<file path="src/rtl/les_pkg.sv">
// shared types and constants of the led effect sequencer
// no dependencies; imported by the channel interfaces and the top level
package les_pkg;

    // mode codes
    localparam logic [1:0] MODE_GLINT   = 2'd0;
    localparam logic [1:0] MODE_SHUFFLE = 2'd1;
    localparam logic [1:0] MODE_SCANNER = 2'd2;

    // register indexes on the configuration port
    localparam logic [1:0] CFG_STEP_DELAY   = 2'd0;
    localparam logic [1:0] CFG_IDLE_LEVEL   = 2'd1;
    localparam logic [1:0] CFG_BRIGHT_LEVEL = 2'd2;
    localparam logic [1:0] CFG_TOUCH_LEVEL  = 2'd3;

    // register reset values
    localparam logic [7:0] RST_STEP_DELAY   = 8'd100;
    localparam logic [7:0] RST_IDLE_LEVEL   = 8'd14;
    localparam logic [7:0] RST_BRIGHT_LEVEL = 8'd196;
    localparam logic [7:0] RST_TOUCH_LEVEL  = 8'd184;

    localparam int          NUM_LEDS     = 3;
    localparam logic [2:0]  RAMP_TOP     = 3'd6;
    localparam logic [7:0]  TWINKLE_DEC  = 8'd5;
    localparam logic [1:0]  SCAN_BACK    = 2'd3;
    localparam logic [1:0]  PICK_INVALID = 2'd3;

    typedef logic [7:0] t_level;

    localparam t_level LOG_TABLE [8] = '{
        8'd30, 8'd43, 8'd59, 8'd78, 8'd102, 8'd137, 8'd196, 8'd255
    };

    typedef struct packed {
        logic       measure_done;
        logic       key_touched;
        logic       twinkle_start;
        logic [1:0] twinkle_pick;
        t_level     random_level_a;
        t_level     random_level_b;
        t_level     random_level_c;
    } t_in_item;

    typedef struct packed {
        t_level     led_level_a;
        t_level     led_level_b;
        t_level     led_level_c;
        logic [1:0] current_mode;
    } t_out_item;

    typedef struct packed {
        t_level step_delay;
        t_level idle_level;
        t_level bright_level;
        t_level touch_level;
    } t_cfg_regs;

endpackage

</file>
<file path="src/rtl/les_if.sv">
// valid/ready channel interfaces of the led effect sequencer
// depends on les_pkg for the item types
interface les_in_if import les_pkg::*; ();
    logic     valid;
    logic     ready;
    t_in_item data;
    modport source (output valid, output data, input ready);
    modport sink   (input valid, input data, output ready);
endinterface

interface les_out_if import les_pkg::*; ();
    logic      valid;
    logic      ready;
    t_out_item data;
    modport source (output valid, output data, input ready);
    modport sink   (input valid, input data, output ready);
endinterface

interface les_cfg_if import les_pkg::*; ();
    logic       valid;
    logic       ready;
    logic [1:0] index;
    t_level     data;
    modport source (output valid, output index, output data, input ready);
    modport sink   (input valid, input index, input data, output ready);
endinterface

</file>
<file path="src/rtl/led_effect_sequencer.sv">
// led effect sequencer top level: mode control, pattern state and output stage
// depends on les_pkg and the channel interfaces in les_if.sv

// One item per 1 ms tick goes in, and one item of three LED levels plus the
// current mode comes out for every item accepted. The block takes one item
// every clock cycle while the skid register is empty: the whole state update
// is a single pass of narrow logic from the state registers to their next
// values, and the result is registered in the output stage. The output side
// holds two results (output register plus skid register), so input ready
// depends only on the skid register and a stalled consumer holds up the
// input only once two results are waiting. Configuration writes are always
// taken (ready stays high) and should only be made while the block is idle.
// Releasing the touch key steps the mode twinkle, random, scanner, twinkle;
// while the key is held every LED shows touch_level.
module led_effect_sequencer import les_pkg::*; (
    input  logic        i_clk,
    input  logic        i_rst_n,
    les_in_if.sink      i_in,
    les_out_if.source   o_out,
    les_cfg_if.sink     i_cfg
);

    // configuration registers
    t_cfg_regs r_cfg;

    // pattern state
    logic [1:0] r_mode, n_mode;
    logic       r_touch_held, n_touch_held;
    logic       r_mode_changed, n_mode_changed;
    t_level     r_level [NUM_LEDS];
    t_level     n_level [NUM_LEDS];
    logic [2:0] r_ramp_pos, n_ramp_pos;
    logic       r_ramp_up, n_ramp_up;
    logic       r_twk_active, n_twk_active;
    logic [1:0] r_twk_idx, n_twk_idx;
    t_level     r_countdown, n_countdown;
    logic [1:0] r_scan_step, n_scan_step;

    // output stage
    logic      r_main_v, r_skid_v;
    t_out_item r_main, r_skid;
    t_out_item w_result;

    logic w_accept, w_pop;
    logic [1:0] w_idx, w_lit;

    assign i_in.ready  = !r_skid_v;
    assign i_cfg.ready = 1'b1;
    assign w_accept    = i_in.valid && i_in.ready;
    assign w_pop       = r_main_v && o_out.ready;

    assign o_out.valid = r_main_v;
    assign o_out.data  = r_main;

    // next state for the item at the input
    always_comb begin
        n_mode         = r_mode;
        n_touch_held   = r_touch_held;
        n_mode_changed = r_mode_changed;
        n_level        = r_level;
        n_ramp_pos     = r_ramp_pos;
        n_ramp_up      = r_ramp_up;
        n_twk_active   = r_twk_active;
        n_twk_idx      = r_twk_idx;
        n_countdown    = r_countdown;
        n_scan_step    = r_scan_step;
        w_idx          = 2'd0;
        w_lit          = 2'd0;

        // key release advances the mode
        if (i_in.data.measure_done) begin
            if (i_in.data.key_touched) begin
                n_touch_held = 1'b1;
            end else if (r_touch_held) begin
                case (r_mode)
                    MODE_GLINT:   n_mode = MODE_SHUFFLE;
                    MODE_SHUFFLE: n_mode = MODE_SCANNER;
                    default:      n_mode = MODE_GLINT;
                endcase
                n_touch_held   = 1'b0;
                n_mode_changed = 1'b1;
            end
        end

        if (!n_touch_held) begin
            // first untouched tick after a mode change starts from scratch
            if (n_mode_changed) begin
                n_level        = '{default: r_cfg.idle_level};
                n_ramp_pos     = 3'd0;
                n_ramp_up      = 1'b1;
                n_twk_active   = 1'b0;
                n_scan_step    = 2'd0;
                n_countdown    = 8'd0;
                n_mode_changed = 1'b0;
            end

            case (n_mode)
                MODE_GLINT: begin
                    if (!n_twk_active && i_in.data.twinkle_start) begin
                        n_twk_active = 1'b1;
                        n_twk_idx    = (i_in.data.twinkle_pick == PICK_INVALID) ?
                                       2'd0 : i_in.data.twinkle_pick;
                    end
                    if (n_countdown == 8'd0 && n_twk_active) begin
                        w_idx = (n_twk_idx == PICK_INVALID) ? 2'd0 : n_twk_idx;
                        if (n_ramp_up) begin
                            n_level[w_idx] = LOG_TABLE[n_ramp_pos];
                            n_ramp_pos     = n_ramp_pos + 3'd1;
                            if (n_ramp_pos == RAMP_TOP) begin
                                n_ramp_up = 1'b0;
                            end
                        end else begin
                            n_ramp_pos     = n_ramp_pos - 3'd1;
                            n_level[w_idx] = LOG_TABLE[n_ramp_pos];
                            // back at the bottom: twinkle done
                            if (n_ramp_pos == 3'd0) begin
                                n_ramp_up    = 1'b1;
                                n_twk_active = 1'b0;
                                n_level      = '{default: r_cfg.idle_level};
                            end
                        end
                        n_countdown = r_cfg.step_delay;
                    end else begin
                        // wraps modulo 256, also while idle
                        n_countdown = n_countdown - TWINKLE_DEC;
                    end
                end
                MODE_SHUFFLE: begin
                    if (n_countdown == 8'd0) begin
                        n_level[0]  = i_in.data.random_level_a;
                        n_level[1]  = i_in.data.random_level_b;
                        n_level[2]  = i_in.data.random_level_c;
                        n_countdown = r_cfg.step_delay;
                    end else begin
                        n_countdown = n_countdown - 8'd1;
                    end
                end
                MODE_SCANNER: begin
                    if (n_countdown == 8'd0) begin
                        // lit led walks 0, 1, 2, 1
                        w_lit          = (n_scan_step == SCAN_BACK) ? 2'd1 : n_scan_step;
                        n_level        = '{default: r_cfg.idle_level};
                        n_level[w_lit] = r_cfg.bright_level;
                        n_scan_step    = n_scan_step + 2'd1;
                        n_countdown    = r_cfg.step_delay;
                    end else begin
                        n_countdown = n_countdown - 8'd1;
                    end
                end
                default: begin
                    // unused mode code: no pattern runs
                end
            endcase
        end else begin
            n_level = '{default: r_cfg.touch_level};
        end

        w_result.led_level_a  = n_level[0];
        w_result.led_level_b  = n_level[1];
        w_result.led_level_c  = n_level[2];
        w_result.current_mode = n_mode;
    end

    // configuration registers
    always_ff @(posedge i_clk) begin
        if (!i_rst_n) begin
            r_cfg.step_delay   <= RST_STEP_DELAY;
            r_cfg.idle_level   <= RST_IDLE_LEVEL;
            r_cfg.bright_level <= RST_BRIGHT_LEVEL;
            r_cfg.touch_level  <= RST_TOUCH_LEVEL;
        end else if (i_cfg.valid && i_cfg.ready) begin
            case (i_cfg.index)
                CFG_STEP_DELAY:   r_cfg.step_delay   <= i_cfg.data;
                CFG_IDLE_LEVEL:   r_cfg.idle_level   <= i_cfg.data;
                CFG_BRIGHT_LEVEL: r_cfg.bright_level <= i_cfg.data;
                CFG_TOUCH_LEVEL:  r_cfg.touch_level  <= i_cfg.data;
                default: begin
                end
            endcase
        end
    end

    // pattern state, updated once per accepted item
    always_ff @(posedge i_clk) begin
        if (!i_rst_n) begin
            r_mode         <= MODE_GLINT;
            r_touch_held   <= 1'b0;
            r_mode_changed <= 1'b0;
            r_level        <= '{default: RST_IDLE_LEVEL};
            r_ramp_pos     <= 3'd0;
            r_ramp_up      <= 1'b1;
            r_twk_active   <= 1'b0;
            r_twk_idx      <= 2'd0;
            r_countdown    <= 8'd0;
            r_scan_step    <= 2'd0;
        end else if (w_accept) begin
            r_mode         <= n_mode;
            r_touch_held   <= n_touch_held;
            r_mode_changed <= n_mode_changed;
            r_level        <= n_level;
            r_ramp_pos     <= n_ramp_pos;
            r_ramp_up      <= n_ramp_up;
            r_twk_active   <= n_twk_active;
            r_twk_idx      <= n_twk_idx;
            r_countdown    <= n_countdown;
            r_scan_step    <= n_scan_step;
        end
    end

    // output register plus skid register, results leave in order
    always_ff @(posedge i_clk) begin
        if (!i_rst_n) begin
            r_main_v <= 1'b0;
            r_skid_v <= 1'b0;
        end else if (w_pop) begin
            if (r_skid_v) begin
                r_main_v <= 1'b1;
                r_skid_v <= 1'b0;
            end else begin
                r_main_v <= w_accept;
            end
        end else if (!r_main_v) begin
            r_main_v <= w_accept;
        end else if (w_accept) begin
            r_skid_v <= 1'b1;
        end
    end

    always_ff @(posedge i_clk) begin
        if (w_pop) begin
            if (r_skid_v) begin
                r_main <= r_skid;
            end else if (w_accept) begin
                r_main <= w_result;
            end
        end else if (!r_main_v) begin
            if (w_accept) begin
                r_main <= w_result;
            end
        end else if (w_accept) begin
            r_skid <= w_result;
        end
    end

    // skid register only fills behind a waiting result
    a_skid_behind_main: assert property (@(posedge i_clk) disable iff (!i_rst_n)
        r_skid_v |-> r_main_v)
        else $error("skid result without output result");

    // an item taken into an empty output stage shows up next cycle
    a_result_follows: assert property (@(posedge i_clk) disable iff (!i_rst_n)
        (w_accept && !r_main_v) |=> r_main_v)
        else $error("accepted item produced no result");

    // with no twinkle running the ramp sits at the bottom going up
    a_ramp_idle: assert property (@(posedge i_clk) disable iff (!i_rst_n)
        !r_twk_active |-> (r_ramp_pos == 3'd0 && r_ramp_up))
        else $error("ramp left mid-way without an active twinkle");

    // chosen led is always one of the three
    a_twk_idx: assert property (@(posedge i_clk) disable iff (!i_rst_n)
        r_twk_idx != PICK_INVALID)
        else $error("twinkle led index out of range");

endmodule
</file>
<file path="src/flat_wrapper.sv">
// flat-port wrapper written by rule: the top's interface ports become plain ports
module led_effect_sequencer_flat import les_pkg::*;
  (i_clk, i_rst_n, i_in_valid, i_in_data, i_in_ready, o_out_valid, o_out_data, o_out_ready, i_cfg_valid, i_cfg_index, i_cfg_data, i_cfg_ready);
  les_in_if i_in_i ();
  les_out_if o_out_i ();
  les_cfg_if i_cfg_i ();
  input  logic i_clk;
  input  logic i_rst_n;
  input wire logic [$bits(i_in_i.valid)-1:0] i_in_valid;
  input wire logic [$bits(i_in_i.data)-1:0] i_in_data;
  output wire logic [$bits(i_in_i.ready)-1:0] i_in_ready;
  output wire logic [$bits(o_out_i.valid)-1:0] o_out_valid;
  output wire logic [$bits(o_out_i.data)-1:0] o_out_data;
  input wire logic [$bits(o_out_i.ready)-1:0] o_out_ready;
  input wire logic [$bits(i_cfg_i.valid)-1:0] i_cfg_valid;
  input wire logic [$bits(i_cfg_i.index)-1:0] i_cfg_index;
  input wire logic [$bits(i_cfg_i.data)-1:0] i_cfg_data;
  output wire logic [$bits(i_cfg_i.ready)-1:0] i_cfg_ready;
  assign i_in_i.valid = i_in_valid;
  assign i_in_i.data = i_in_data;
  assign i_in_ready = i_in_i.ready;
  assign o_out_valid = o_out_i.valid;
  assign o_out_data = o_out_i.data;
  assign o_out_i.ready = o_out_ready;
  assign i_cfg_i.valid = i_cfg_valid;
  assign i_cfg_i.index = i_cfg_index;
  assign i_cfg_i.data = i_cfg_data;
  assign i_cfg_ready = i_cfg_i.ready;
  led_effect_sequencer u_core (.i_clk(i_clk), .i_rst_n(i_rst_n), .i_in(i_in_i), .o_out(o_out_i), .i_cfg(i_cfg_i));
endmodule
</file>
<file path="config.mk">
export PLATFORM = sky130hd
export DESIGN_NAME = led_effect_sequencer_flat
export DESIGN_NICKNAME = d
export VERILOG_FILES = /design/src/rtl/les_pkg.sv /design/src/rtl/les_if.sv /design/src/rtl/led_effect_sequencer.sv /design/src/flat_wrapper.sv
export SDC_FILE = /design/constraint.sdc
export NUM_CORES = 1
export LEC_CHECK = 0
export ABC_AREA = 1
export BUFFER_PORTS_ARGS = -buffer_cell sky130_fd_sc_hd__clkbuf_2
export CAP_MARGIN = 20
export CORE_MARGIN = 8
export CORE_UTILIZATION = 35
export CTS_BUF_LIST = sky130_fd_sc_hd__clkbuf_8
export DETAILED_ROUTE_END_ITERATION = 8
export GPL_TIMING_DRIVEN = 0
export PLACE_DENSITY = 0.53
export SETUP_SLACK_MARGIN = 0.05
export SKIP_CTS_REPAIR_TIMING = 1
export SYNTH_ARGS = -nofsm -noshare
export SYNTH_HDL_FRONTEND = slang
export SYNTH_SLANG_ARGS = --single-unit
</file>
<file path="constraint.sdc">
create_clock -name i_clk -period 5 [get_ports i_clk]
set_clock_uncertainty 0.05 [all_clocks]
set_input_delay 1.25 -clock i_clk [delete_from_list [all_inputs] [get_ports i_clk]]
set_output_delay 1.25 -clock i_clk [all_outputs]
set_load 0.05 [all_outputs]
</file>
==> run_results.csv <==
group,metric,value,unit
pwr,powerDensity,381,nW/um^2
yosys,ys.flop_type,"dfxtp_1",
yosys,synthArstFlopShare,0,
cells_and_area,syn_to_final_growth,14.1,%
setup_path,critPathKind,"input pin to flip-flop",
clocking,clk_path_buf_depth,2,
cells_and_area,fillers,2581,
setup_path,worstPathRequired,5.16,ns
setup_path,cp_max_fo,10,
sta,hold_viol,0,
grt,overflow,0,
outcome,status,"complete, no violations",
routing,ant_nets,0,
clocking,clockRootBuffer,"clkbuf_8",
cells_and_area,regArea,3140,sq um
placement,numPortBuffers,70,
routing,num_vias,8861,
cells_and_area,drive_gt1_frac,0.126,
sta,max_freq,223,MHz
yosys,synth_cells,1261,
placement,dp_hpwl,24600,um
setup_path,crit_arrival,4.64,ns
cells_and_area,post-route-util,0.407,
grt,antenna_found_initial,0,
sta,fin_hold_ws,0.426,ns
grt,grt_max_degree,21,
routing,drt_first_iter_violations,933,
floorplanning,coreArea,23500,sq um
yosys,syn_avg_cell_area,6.67,sq um
floorplanning,start_util,0.357,
floorplanning,dieArea,29200,sq um
cells_and_area,n_antenna_cell,0,
grt,grt_pass1_vias,8478,
setup_path,crit_path_start_kind,"input pin",
floorplanning,dieWidth,171,um
routing,post-route-drc-count,0,
clocking,clkLatencyLatePin,0.46,ns
pwr,vdd_drop_max,0.174,mV
cells_and_area,layout.nets,1411,
floorplanning,io_pins,73,
sta,maxSlewHeadroom,0.388,
worst_hold_path,hold_class,"flip-flop to flip-flop",
routing,via_per_inst,5.26,
yosys,yosysWarnings,0,
yosys,yosysSeqAreaShare,0.374,
floorplanning,num_rows,56,
clocking,cts.clk_slew.worst_paths,0.09,ns
grt,grtUsageTotal,0.216,
clocking,cts_buffers,17,
sta,maxSlewViolCount,0,
placement,gp_congestion,0.951,
sta,rsz0062_at_grt,"no",
routing,wl_per_cell,18.6,um
sta,period_needed,4.48,ns
yosys,syn_area,8410,sq um
setup_path,critPathCaptureType,"flip-flop",
yosys,synth-seq-cells,131,
run,maxCapViolCount,0,
sta,worst_slew_pin_slew,0.912,ns
cells_and_area,multi_input_area,4640,sq um
sta,period_share,0.896,
floorplanning,die_h,171,um
clocking,htree_levels,4,
sta,fin_setup_tns,0,ns
yosys,synth_edf_count,52,
yosys,ys_types,39,
clocking,cts_tree,"built",
sta,setup_violations,0,
pwr,leakage,4.33,nW
clocking,cts.sinks,131,
yosys,synth_nets,1320,
grt,grt_pass1_wl,48600,um
routing,drt_first_pass_iters,6,
routing,routed_wirelength,31300,um
==> synth_stat cells, types with 2 or more instances <==
library cell | count | area [sq um]
o21ai_0 | 156 | 781
nor3_1 | 4 | 20.0
inv_1 | 84 | 315
o211ai_1 | 21 | 158
o21ai_1 | 9 | 45.0
buf_2 | 12 | 60.1
a31oi_1 | 2 | 12.5
a21oi_1 | 138 | 691
nand3_4 | 2 | 35.0
buf_1 | 6 | 22.5
clkinv_1 | 4 | 15.0
inv_2 | 5 | 18.8
nand3b_1 | 2 | 15.0
nor2_4 | 3 | 33.8
a32o_1 | 2 | 20.0
nand4_1 | 3 | 18.8
nor2_2 | 3 | 18.8
o31ai_1 | 3 | 22.5
dfxtp_1 | 79 | 1580
ha_1 | 15 | 188
nand2_4 | 4 | 45.0
buf_4 | 4 | 30.0
or2_2 | 2 | 12.5
nand2_2 | 14 | 87.6
edfxtp_1 | 52 | 1560
a21oi_2 | 15 | 131
nand3_1 | 48 | 240
xor2_1 | 6 | 52.6
o22ai_1 | 6 | 37.5
nor2_1 | 81 | 304
clkbuf_1 | 41 | 154
nand2_1 | 428 | 1610
==> worst max-delay path, stage by stage <==
cell and delay (ns):
clkbuf_2 0.08, inv_1 0.07, nand3_4 0.15, nand2_4 0.12, buf_6 0.19, nor2_2 0.30
inv_1 0.14, ha_1 0.20, inv_1 0.05, ha_1 0.21, clkbuf_1 0.18, nand2_1 0.12
clkbuf_1 0.39, nand3_1 0.22, o21ai_0 0.19, nand2_1 0.06, o21ai_0 0.11, nand2_1 0.15
nand2_1 0.09, nand2_1 0.06, nand2_1 0.07, nand2_1 0.07, nand2_1 0.11, a21oi_1 0.07
==> where the power goes <==
group          switching, W  total (W)  internal (W)
clock              0.000514   0.000934      0.000421
sequential        0.0000625    0.00131       0.00125
combinational       0.00102    0.00141      0.000390
total               0.00159    0.00365       0.00206
==> cell type report <==
type | instances | area share
multi-input combinational | 973 | 0.484
sequential | 131 | 0.328
tap | 319 | 0.0416
timing repair buffer | 72 | 0.0410
inverter | 93 | 0.0364
buffer | 64 | 0.0290
clock buffer | 18 | 0.0258
clock inverter | 14 | 0.0146
==> cell families (layout without fill, tap and decap cells) <==
group / Yosys count / in the layout / share of synthesized area
other: 1 / 1 / 0.000446
adders and majority gates: 15 / 15 / 0.0223
DFF: 131 / 131 / 0.374
xor gates and xnor gates: 7 / 7 / 0.00729
AOI/OAI and AO/OA: 354 / 354 / 0.228
buffers and inverters: 157 / 261 / 0.0746
and+or+nand+nor: 596 / 596 / 0.294
==> routing by layer <==
layer | global-route usage | share of wire
met5 | 0 | 0
met4 | 0.0620 | 0.020
met2 | 0.334 | 0.44
met3 | 0.0413 | 0.072
met1 | 0.302 | 0.47
==> path summary, 6_finish.rpt <==
| check | slack (ns) | cells past startpoint | end | startpoint |
|---|---|---|---|---|
| max reg2reg | 1.09 | 22 | u_core.o_out.data[4] | u_core.r_touch_held |
| max | 0.52 | 24 | u_core.o_out.data[4] | i_in_data[27] |
| min | 0.43 | 2 | u_core.r_countdown[0] | u_core.r_countdown[0] |
| min reg2reg | 0.43 | 2 | u_core.r_countdown[0] | u_core.r_countdown[0] |
==> cell usage in the layout, fill, tap and decap left out, types with 15 or more instances in the layout <==
cell        n
clkbuf_2   70
a21oi_2    15
edfxtp_1   52
clkbuf_1   41
a21oi_1   138
o21ai_0   156
inv_1      84
dfxtp_1    79
o211ai_1   21
clkbuf_8   18
nor2_1     80
nand2_1   428
nand3_1    48
ha_1       15
==> sequential cells by signal, summed over array words and instances (netlist names), 2 cells and up <==
signal              cells
u_core.r_cfg           32
u_core.r_mode           2
u_core.r_skid          26
u_core.r_countdown      8
u_core.o_out.data      26
u_core.r_ramp_pos       3
u_core.r_scan_step      2
u_core.r_level         24
u_core.r_twk_idx        2
==> metrics by stage <==
stage	instances	worst slack, ns	total power (W)	area (sq um)
floorplan	1261	0.967	0.00232	8410
global placement	1650	0.0716	0.00271	9160
detailed placement	1652	0.107	0.00272	9200
CTS	1684	0.588	0.00366	9590
global route	1684	0.249	0.00387	9590
finish	1684	0.518	0.00365	9590
Power figures use the tool's default switching activity.
